<file path="src/sv/iash_pkg.sv">
`timescale 1ns / 1ps
`default_nettype none
package iash_pkg;
    localparam int SeqLen   = 16;
    localparam int ModelDim = 32;
    localparam int PosW     = 4;
    localparam int DimW     = 5;
    localparam int AddrW    = PosW + DimW;
    localparam int Depth    = SeqLen * ModelDim;
    localparam logic [15:0] DecayQ15 = 16'd24149;
    localparam logic [3:0]  ExpFloor = 4'd15;

    localparam logic REQ_LOAD  = 1'b0;
    localparam logic REQ_QUERY = 1'b1;

    typedef struct packed {
        logic              req_type;
        logic [3:0]        position;
        logic [4:0]        dim_index;
        logic signed [7:0] key_elem;
        logic signed [7:0] value_elem;
        logic signed [7:0] query_elem;
    } t_in_word;

    typedef struct packed {
        logic signed [7:0] context_val;
        logic [4:0]        context_dim;
        logic              row_last;
    } t_out_word;

    typedef enum logic [4:0] {
        OP_IDLE  = 5'd0,
        OP_DOT   = 5'd1,
        OP_EXP   = 5'd2,
        OP_DIV   = 5'd3,
        OP_CTX   = 5'd4
    } t_op;

    typedef struct packed {
        t_op        op;
        logic       first;
        logic [5:0] j;
        logic [5:0] d;
        logic       emit;
    } t_cmd;

    typedef struct packed {
        logic done;
    } t_sts;
endpackage
`default_nettype wire

</file>
<file path="src/sv/iash_ctrl.sv">
`timescale 1ns / 1ps
`default_nettype none
module iash_ctrl import iash_pkg::*; (
    input  wire        i_clk,
    input  wire        i_rst_n,
    input  wire        i_valid,
    input  t_in_word   i_word,
    output logic       o_stall,
    output logic       o_wr,
    output t_cmd       o_cmd,
    input  t_sts       i_sts,
    output logic       o_valid,
    input  wire        i_stall
);
    typedef enum logic [5:0] {
        S_IDLE = 6'b000001, S_DOT = 6'b000010, S_EXP = 6'b000100,
        S_DIV  = 6'b001000, S_CTX = 6'b010000, S_OUT = 6'b100000
    } t_state;
    t_state r_st, n_st;
    logic [5:0] r_j, n_j, r_d, n_d;
    logic r_wait, n_wait, r_vld, n_vld;
    logic trig;

    assign o_stall = r_st != S_IDLE;
    assign o_wr = i_valid && !o_stall && 32'(i_word.dim_index) < ModelDim &&
        (i_word.req_type == REQ_QUERY || 32'(i_word.position) < SeqLen);
    assign trig = o_wr && i_word.req_type == REQ_QUERY &&
        32'(i_word.dim_index) == ModelDim - 1;
    assign o_valid = r_vld;

    always_comb begin
        n_st = r_st; n_j = r_j; n_d = r_d; n_wait = r_wait; n_vld = r_vld;
        o_cmd = '0;
        o_cmd.op = OP_IDLE;
        if (r_vld && !i_stall) n_vld = 1'b0;
        case (r_st)
            S_IDLE: if (trig) begin n_st = S_DOT; n_j = '0; n_d = '0; n_wait = 1'b0; end
            S_DOT: begin
                if (!r_wait) begin
                    o_cmd.op = OP_DOT; o_cmd.j = r_j; o_cmd.d = r_d;
                    o_cmd.first = r_d == 6'd0; o_cmd.emit = r_d == 6'(ModelDim - 1);
                    if (r_d == 6'(ModelDim - 1)) begin
                        n_d = '0;
                        if (r_j == 6'(SeqLen - 1)) n_wait = 1'b1; else n_j = r_j + 6'd1;
                    end else n_d = r_d + 6'd1;
                end else if (i_sts.done) begin n_wait = 1'b0; n_j = '0; n_st = S_EXP; end
            end
            S_EXP, S_DIV: begin
                o_cmd.op = r_st == S_EXP ? OP_EXP : OP_DIV; o_cmd.j = r_j;
                if (!r_wait) begin
                    o_cmd.first = 1'b1; n_wait = 1'b1;
                end else if (i_sts.done) begin
                    n_wait = 1'b0;
                    if (r_j == 6'(SeqLen - 1)) begin
                        n_j = '0; n_st = r_st == S_EXP ? S_DIV : S_CTX;
                    end else n_j = r_j + 6'd1;
                end
            end
            S_CTX: begin
                if (!r_wait) begin
                    o_cmd.op = OP_CTX; o_cmd.j = r_j; o_cmd.d = r_d;
                    o_cmd.first = r_j == 6'd0; o_cmd.emit = r_j == 6'(SeqLen - 1);
                    if (r_j == 6'(SeqLen - 1)) begin n_j = '0; n_wait = 1'b1; end
                    else n_j = r_j + 6'd1;
                end else if (i_sts.done) begin n_wait = 1'b0; n_vld = 1'b1; n_st = S_OUT; end
            end
            S_OUT: if (r_vld && !i_stall) begin
                if (r_d == 6'(ModelDim - 1)) n_st = S_IDLE;
                else begin n_d = r_d + 6'd1; n_st = S_CTX; end
            end
            default: n_st = S_IDLE;
        endcase
    end

    always_ff @(posedge i_clk) begin
        if (!i_rst_n) begin
            r_st <= S_IDLE; r_j <= '0; r_d <= '0; r_wait <= 1'b0; r_vld <= 1'b0;
        end else begin
            r_st <= n_st; r_j <= n_j; r_d <= n_d; r_wait <= n_wait; r_vld <= n_vld;
        end
    end
endmodule
`default_nettype wire

</file>
<file path="config.mk">
export PLATFORM = sky130hd
export DESIGN_NAME = iash_ctrl
export DESIGN_NICKNAME = d
export VERILOG_FILES = /design/src/sv/iash_pkg.sv /design/src/sv/iash_ctrl.sv
export SDC_FILE = /design/constraint.sdc
export NUM_CORES = 1
export LEC_CHECK = 0
export BUFFER_PORTS_ARGS = -buffer_cell sky130_fd_sc_hd__buf_2
export CORE_MARGIN = 2
export CORE_UTILIZATION = 25
export CTS_BUF_LIST = sky130_fd_sc_hd__clkbuf_16
export DETAILED_ROUTE_END_ITERATION = 6
export MAX_ROUTING_LAYER = met4
export PLACE_DENSITY_LB_ADDON = 0.3
export SLEW_MARGIN = 30
export SYNTH_ARGS = -nofsm -noshare
export SYNTH_HDL_FRONTEND = slang
export SYNTH_SLANG_ARGS = --single-unit
</file>
<file path="constraint.sdc">
create_clock -name i_clk -period 2.5 [get_ports i_clk]
set_input_delay 0.25 -clock i_clk [delete_from_list [all_inputs] [get_ports i_clk]]
set_output_delay 0.25 -clock i_clk [all_outputs]
set_load 0.1 [all_outputs]
</file>
* Word level (Yosys, flattened, before mapping) *
Index checks and enable logic that the tools add are counted.

storage, ports and cells
  input port bits = 39
  register bits after elaboration = 20
  output and inout port bits = 22
  logic and storage cells = 92

cells by class
  mux-type cells = 45
  eq/ne operators = 25
  reduce and logical (&&, ||, !) cells = 15
  add/subtract/negate cells = 2

operators by type and width
  operator                                                                  count
  6-bit 2-to-1 mux                                                          22
  12-bit case mux with 3 select lines                                       1
  6-bit case mux with 5 select lines                                        1
  2-bit inequality test (second input constant)                             12
  6-bit case mux with 4 select lines                                        1
  6-bit case mux with 3 select lines                                        1
  17-bit 2-to-1 mux                                                         1
  15-bit 2-to-1 mux                                                         1
  7-bit case mux with 2 select lines                                        1
  1-bit 2-to-1 mux                                                          13
  6-bit by 1-bit adder with 6-bit output (second input constant)            2
  6-bit by 4-bit equality test with 1-bit output (second input constant)    2
  6-bit by 5-bit equality test with 1-bit output (second input constant)    2
  6-bit logical NOT                                                         2
  5-bit 2-to-1 mux                                                          2
  3-bit inequality test (second input constant)                             3
  9-bit AND reduction                                                       1
  8-bit AND reduction                                                       1
  6-bit by 1-bit equality test with 1-bit output (second input constant)    1
  6-bit by 2-bit equality test with 1-bit output (second input constant)    1
  6-bit by 3-bit equality test with 1-bit output (second input constant)    1
  6-bit equality test (second input constant)                               1
  6-bit by 1-bit inequality test with 1-bit output (second input constant)  1
  5-bit equality test (second input constant)                               1
  8 further kinds                                                           12

* Logic depth before layout (Yosys ltp) *
Gate-level depths: netlist of run 1.

  depth in word-level cells = 7
  mapped depth = 8
  mapped depth without buffers = 7

* Worst setup path after synthesis of run 1 *
OpenSTA, ideal clock, no wires.

  path kind = flip-flop to output port
  start = reg r_st[3]
  end = out o_wr
  path buffers = 1
  stages on the path, launching flop included = 5
  required time = 2250 ps
  arrival = 3356 ps
  setup slack = -1106 ps
  path through = dfxtp_1 buf_2 nor4_4 nand3_1 nor2_1

on the way
  longest elaborated chain between the ends = 3

ends and longest elaborated chain
  item                                              line             source
  from (decl)                                       iash_ctrl.sv:19  t_state r_st, n_st;
  from (signal assigned)                            iash_ctrl.sv:79  r_st <= n_st; r_j <= n_j; r_d <= n_d; r_wait <= n_wait; r_vld <= n_vld;
  6-bit by 1-bit inequality test with 1-bit output  iash_ctrl.sv:24  assign o_stall = r_st != S_IDLE;
  named net o_stall                                 iash_ctrl.sv:8   output logic o_stall,
  1-bit logical NOT                                 iash_ctrl.sv:25  assign o_wr = i_valid && !o_stall && 32'(i_word.dim_index) < ModelDim &&
  1-bit logical AND                                 iash_ctrl.sv:25
  to (decl)                                         iash_ctrl.sv:9   output logic o_wr,

The timed path passes the listed nets, and every way through them passes these cells.

==> flow_metrics.env, run 1 <==
export IMPL_outcome="completed"
export IMPL_synth_top_area_cell="dfxtp_1"
export IMPL_worst_endpoint_required_ns=2.25
export IMPL_path_class="flip-flop to output port"
export IMPL_path_cells="or3_4 -> or3_1 -> nor3_4 -> buf_2"
export IMPL_post_synth_cell_area_avg_um2=7.58
export IMPL_finalCriticalPeriod_ns=2.41
export IMPL_num_rows=28
export IMPL_pre_cts_ws_ns=0.264
export IMPL_boundaryPins=61
export IMPL_skew_ns=0.00174
export IMPL_die_h_um=81.5
export IMPL_cts_buffer_depth=2
export IMPL_post_route_period_util_pct=96.4
export IMPL_drt_first_pass_iters=4
export IMPL_grt_max_degree=31
export IMPL_hpwl_um=3010
export IMPL_synth_edf_count=0
export IMPL_synth_area_leaders="dfxtp_1 27%, nand2_1 5.0%, nand3_1 4.7%"
export IMPL_die_area_mm2=0.00664
export IMPL_seq_area_frac_synth_pct=26.7
export IMPL_dpl_cell_area_mm2=0.00190
export IMPL_p_seq_share_pct=28.4
export IMPL_fin_cells=300
export IMPL_ys_flop_type="dfxtp_1"
export IMPL_powerDensity_mw_per_mm2=659
export IMPL_power_switching_w=0.000578
export IMPL_p_sw_share_pct=44.4
export IMPL_grt_overflow=0
export IMPL_synthArstFlopShare_pct=0
export IMPL_layout_nets=270
export IMPL_fmax_mhz=415
export IMPL_worstHoldPathType="primary input to flip-flop"
export IMPL_gp_congestion=0.789
export IMPL_netlist_instances=198
export IMPL_clk_pin_slew_ns=0.06
export IMPL_setup_viol=0
export IMPL_startpoint_type="flip-flop"
export IMPL_hold_viol=0
export IMPL_synth_common_cells="20 x dfxtp_1, 20 x nand2_1, 14 x nand3_1, 11 x a21oi_1, 11 x nor2_1"
export IMPL_power_w=0.00130
export IMPL_wl_per_cell_um=13.7
export IMPL_drt_total_wl_um=4110
export IMPL_post_cts_buffers=0
export IMPL_grt_pass1_wl_um=6490
export IMPL_area_growth_pct=31.8
export IMPL_grt_pass1_vias=1326
export IMPL_crit_arrival_ns=2.16
export IMPL_design_area_mm2=0.00198
export IMPL_crit_fanout=11
export IMPL_ir_drop_mv=0.240
export IMPL_dp_cells=297
export IMPL_p_clk_share_pct=26.5
export IMPL_drtIter0Drc=98
export IMPL_yosysWarnings=0
export IMPL_ant_nets=0
export IMPL_yosys_area_top_type_share_pct=26.7
export IMPL_syn_area_mm2=0.00150
export IMPL_slew_viol_final=0
export IMPL_cts_made_buffers=3
export IMPL_portBuffers=30
export IMPL_cp_slowest_stage_delay_ns=0.45
export IMPL_setup_ws_ns=0.0912
export IMPL_yosysUniqueCellTypes=52
export IMPL_drcViolationCount=0
export IMPL_endpoint_kind="output port"
export IMPL_comb_power_share_pct=45.2
export IMPL_cts_num_sinks=20
export IMPL_start_util_pct=25.6
export IMPL_viasPerCell=5.08
export IMPL_n_antenna_cell=0
export IMPL_drv_cap=0
export IMPL_worst_pin_slew_ns=0.487
export IMPL_internal_power_w=0.000725
export IMPL_root_buffer="clkbuf_16"
export IMPL_cp_top_family="simple AND/OR/NAND/NOR gates"
export IMPL_critPathBufInv=1
export IMPL_cts_tree="yes"
export IMPL_drive_gt1_share_pct=26.7
export IMPL_core_area_mm2=0.00585
export IMPL_cts_htree_levels=1
export IMPL_crit_slowest_cell="or3_1"
export IMPL_vias=1524
export IMPL_power_static_leakage_nw=0.796
export IMPL_rsz0062_at_grt="no"
export IMPL_clk_latency_ns=0.26
export IMPL_track_usage_pct=13.0
export IMPL_maxSlewHeadroom_pct=67.2
export IMPL_chipWidth_um=81.5
export IMPL_synth_seq_cells=20
export IMPL_antenna_found_initial=0
[sequential cells by signal, indices dropped and copies added (netlist names)]
name / flops
r_st: 6
r_wait: 1
o_valid: 1
r_j: 6
r_d: 6
[placed cells by master, fill, tap and decap left out, types with 4 or more instances in the layout]
| cell type | instances |
|---|---|
| o21ai_0 | 9 |
| a21oi_1 | 11 |
| and3_1 | 8 |
| nand2_1 | 20 |
| o22ai_1 | 7 |
| ha_1 | 4 |
| nor2_1 | 6 |
| buf_4 | 6 |
| dfxtp_1 | 20 |
| inv_1 | 10 |
| nor2b_1 | 4 |
| nand3_1 | 13 |
| and2_1 | 5 |
| buf_2 | 21 |
| nand3b_1 | 4 |
| buf_12 | 7 |
[metal layers]
layer,wire [um],vias up,GRT usage [%]
met5,0,-,-
met4,75,0,4.75
met3,150,7,1.76
met2,1950,33,19.9
met1,1940,708,17.4
li1,-,776,-
[worst paths after layout]
path	from	to	depth (start not counted)	slack [ns]
max	r_st[2]	o_cmd[1]	4	0.09
min	i_stall	o_valid	4	0.33
max reg2reg	r_st[4]	r_j[5]	6	0.25
min reg2reg	r_d[5]	r_d[5]	2	0.51
[final cells by class]
cell class	instances	area [um^2]
Timing Repair Buffer	36	305
Multi-Input combinational cell	156	1060
Clock buffer	3	75.1
Fill cell	591	3870
Sequential cell	20	400
Inverter	10	37.5
Tap cell	75	93.8
[worst register-to-register path, stage by stage, from the launching register on]
cell and delay (ns):
dfxtp_1 0.43, nor4_4 0.43, and3_1 0.40, nand2_1 0.14, o21ai_0 0.22, o21ai_1 0.25, o32ai_1 0.29
[power groups by stage]
stage | clock, W | combinational, W | sequential [W]
3_5_place_dp | 0 | 0.000582 | 0.000377
2_1_floorplan | 0 | 0.000485 | 0.000345
3_3_place_gp | 0 | 0.000581 | 0.000377
6_report | 0.000345 | 0.000588 | 0.000370
5_1_grt | 0.000365 | 0.000632 | 0.000374
4_1_cts | 0.000347 | 0.000585 | 0.000370
[logic make-up (layout without fill, tap and decap cells)]
group / after synthesis / count (layout) / synth area share [%]
compound gates: 52 / 52 / 23.4
other cells: 1 / 2 / 0.250
simple gates: 92 / 92 / 35.5
flops: 20 / 20 / 26.7
mux: 3 / 3 / 2.00
xor+xnor: 3 / 3 / 1.75
buf+inv: 23 / 49 / 7.01
fa+ha+maj: 4 / 4 / 3.34
[repair_timing]
item                       4_1_cts  5_1_grt
gates resized for setup          0        2
setup endpoints to repair        0        4
hold buffers                     0        0
[stage by stage]
step / setup TNS (ns) / hold slack [ns] / utilization [%]
4_1_cts: 0 / 0.337 / 33.7
2_1_floorplan: -0.548 / 0.451 / -
5_1_grt: 0 / 0.357 / 33.8
3_3_place_gp: 0 / 0.504 / 32.4
6_report: 0 / 0.329 / 33.8
3_5_place_dp: 0 / 0.508 / 32.4
No activity file was read; power rests on OpenSTA's default activity.
==> inputs of run 2 (changes only) <==
--- a/config.mk
+++ b/config.mk
@@ -5,10 +5,11 @@
 export SDC_FILE = /design/constraint.sdc
 export NUM_CORES = 1
 export LEC_CHECK = 0
-export BUFFER_PORTS_ARGS = -buffer_cell sky130_fd_sc_hd__buf_2
+export BUFFER_PORTS_ARGS = -buffer_cell sky130_fd_sc_hd__buf_4
+export CORE_ASPECT_RATIO = 1.4
 export CORE_MARGIN = 2
 export CORE_UTILIZATION = 25
-export CTS_BUF_LIST = sky130_fd_sc_hd__clkbuf_16
+export CTS_BUF_LIST = sky130_fd_sc_hd__clkbuf_4 sky130_fd_sc_hd__clkbuf_8
 export DETAILED_ROUTE_END_ITERATION = 6
 export MAX_ROUTING_LAYER = met4
 export PLACE_DENSITY_LB_ADDON = 0.3
==> run 2 against run 1 <==
Compared with the run above: critical path depth increased by 2; routed wire length about the same; worst setup slack improved by 0.027 ns; hold slack got worse by 0.0090 ns; die area increased by 0.13%; cell count decreased by 1.3%; highest routed layer unchanged.
==> flow_metrics.env, run 2 (synthesis gave the netlist of run 1 again) <==
export IMPL_crit_arrival_ns=2.13
export IMPL_seqCellArea_um2=400
export IMPL_die_h_um=95.7
export IMPL_power_w=0.00118
export IMPL_path_cells="or3_4 -> nor3_4 -> a21oi_1 -> buf_4 -> nor2b_2 -> buf_4"
export IMPL_cts_num_sinks=20
export IMPL_crit_fanout=11
export IMPL_root_buffer="clkbuf_8"
export IMPL_multi_input_comb_area_mm2=0.00106
export IMPL_hpwl_um=3150
export IMPL_chipWidth_um=69.5
export IMPL_n_fill_cell=636
export IMPL_setup_viol=0
export IMPL_final_cell_mix="37 x buf_4, 20 x nand2_1, 20 x dfxtp_1"
export IMPL_drtIter0Drc=53
export IMPL_crit_slowest_cell="dfxtp_1"
export IMPL_num_rows=33
export IMPL_worstHoldPathType="primary input to flip-flop"
export IMPL_crit_path_start="r_st[2]"
export IMPL_boundaryPins=61
export IMPL_core_area_mm2=0.00582
export IMPL_portBuffers=30
export IMPL_cts_tree="yes"
export IMPL_power_static_leakage_nw=0.777
export IMPL_hold_viol=0
export IMPL_n_antenna_cell=0
export IMPL_outcome="completed"
export IMPL_vias=1581
export IMPL_final_common_cell="buf_4"
export IMPL_maxSlewHeadroom_pct=66.0
export IMPL_cts_buffer_depth=2
export IMPL_cts_made_buffers=3
export IMPL_r2r_setup_slack_ns=0.34
export IMPL_dpl_cell_area_mm2=0.00187
export IMPL_wl_per_cell_um=13.9
export IMPL_start_util_pct=25.8
export IMPL_cp_slowest_stage_delay_ns=0.44
export IMPL_skew_ns=0.00334
export IMPL_drt_total_wl_um=4110
export IMPL_gp_congestion=0.838
export IMPL_rr_startpoint="r_st[3]"
export IMPL_grt_pass1_wl_um=6990
export IMPL_clk_pin_slew_ns=0.07
export IMPL_grt_overflow=0
export IMPL_layout_nets=271
export IMPL_cp_common_cell="buf_4"
export IMPL_die_area_mm2=0.00665
export IMPL_cts_htree_levels=1
export IMPL_grt_pass1_vias=1493
export IMPL_drt_first_pass_iters=5
export IMPL_post_route_period_util_pct=95.3
export IMPL_grt_max_degree=31
export IMPL_startpoint_type="flip-flop"
export IMPL_clk_latency_ns=0.26
export IMPL_design_area_mm2=0.00191
export IMPL_ff2ff_path_depth=5
export IMPL_finalCriticalPeriod_ns=2.38
export IMPL_powerDensity_mw_per_mm2=618
export IMPL_ant_nets=0
export IMPL_tns_ns=0
export IMPL_ir_drop_mv=0.232
export IMPL_endpoint_kind="output port"
export IMPL_path_class="flip-flop to output port"
export IMPL_drv_cap=0
export IMPL_fmax_mhz=420
export IMPL_area_growth_pct=27.3
export IMPL_track_usage_pct=13.3
export IMPL_slew_viol_final=0
export IMPL_crit_end="o_cmd[11]"
export IMPL_r2r_end="r_d[4]"
export IMPL_viasPerCell=5.34
export IMPL_fin_util_pct=32.8
export IMPL_rsz0062_at_grt="no"
export IMPL_antenna_found_initial=0
export IMPL_drive_gt1_share_pct=27.0
export IMPL_reg_top3="r_d x6, r_j x6, r_st x6"
export IMPL_drcViolationCount=0
export IMPL_worst_endpoint_required_ns=2.25
export IMPL_worst_pin_slew_ns=0.510
[run 2: final cells by class]
cell class | count | area share, %
repair buffers | 37 | 14.5
clock buffers | 3 | 2.16
inverters | 10 | 1.97
multi-input cells | 156 | 55.8
well taps | 70 | 4.59
flip-flops and latches | 20 | 21.0
[run 2: how the worst min path moves through the flow]
stage,startpoint,slack (ns),endpoint,cells after the start
floorplan,i_sts,0.45,r_wait,2
global placement,r_d[1],0.50,r_d[1],2
detailed placement,r_d[5],0.51,r_d[5],2
CTS,i_sts,0.31,r_wait,3
global route,i_sts,0.34,r_wait,3
finish,i_sts,0.32,r_wait,3
[run 2: through the flow]
stage	std cells	setup WS (ns)	hold slack, ns
finish	296	0.118	0.320
CTS	296	0.0622	0.315
detailed placement	293	0.320	0.510
global placement	293	0.345	0.504
floorplan	199	-0.117	0.451
global route	296	0.00391	0.339
[run 2: worst max-delay path, delay by kind of cell, from the launching register on]
family,cells,cell delay [ns]
AND/OR/NAND/NOR,3,0.84
buffers and inverters,2,0.48
flip-flops,1,0.44
AO/OA/AOI/OAI,1,0.12
[run 2: timing repair]
action                     CTS  global route
setup endpoints to repair    0             6
hold buffers                 0             0
buffers inserted             0             0
gates resized for setup      0             0
[run 2: where the power goes]
part,leakage (nW),switching (W),internal [W]
Sequential,0.161,0.0000352,0.000333
Clock,0.0216,0.000107,0.000107
Combinational,0.594,0.000407,0.000191
[run 2: per-layer routing]
layer,wire [um],track usage (%),up-vias,part of all wire (%)
met2,2160,22.9,41,52
met3,132,1.90,7,3.2
met4,47,5.88,0,1.1
met5,0,-,-,0
met1,1780,15.5,757,43
li1,-,-,776,-
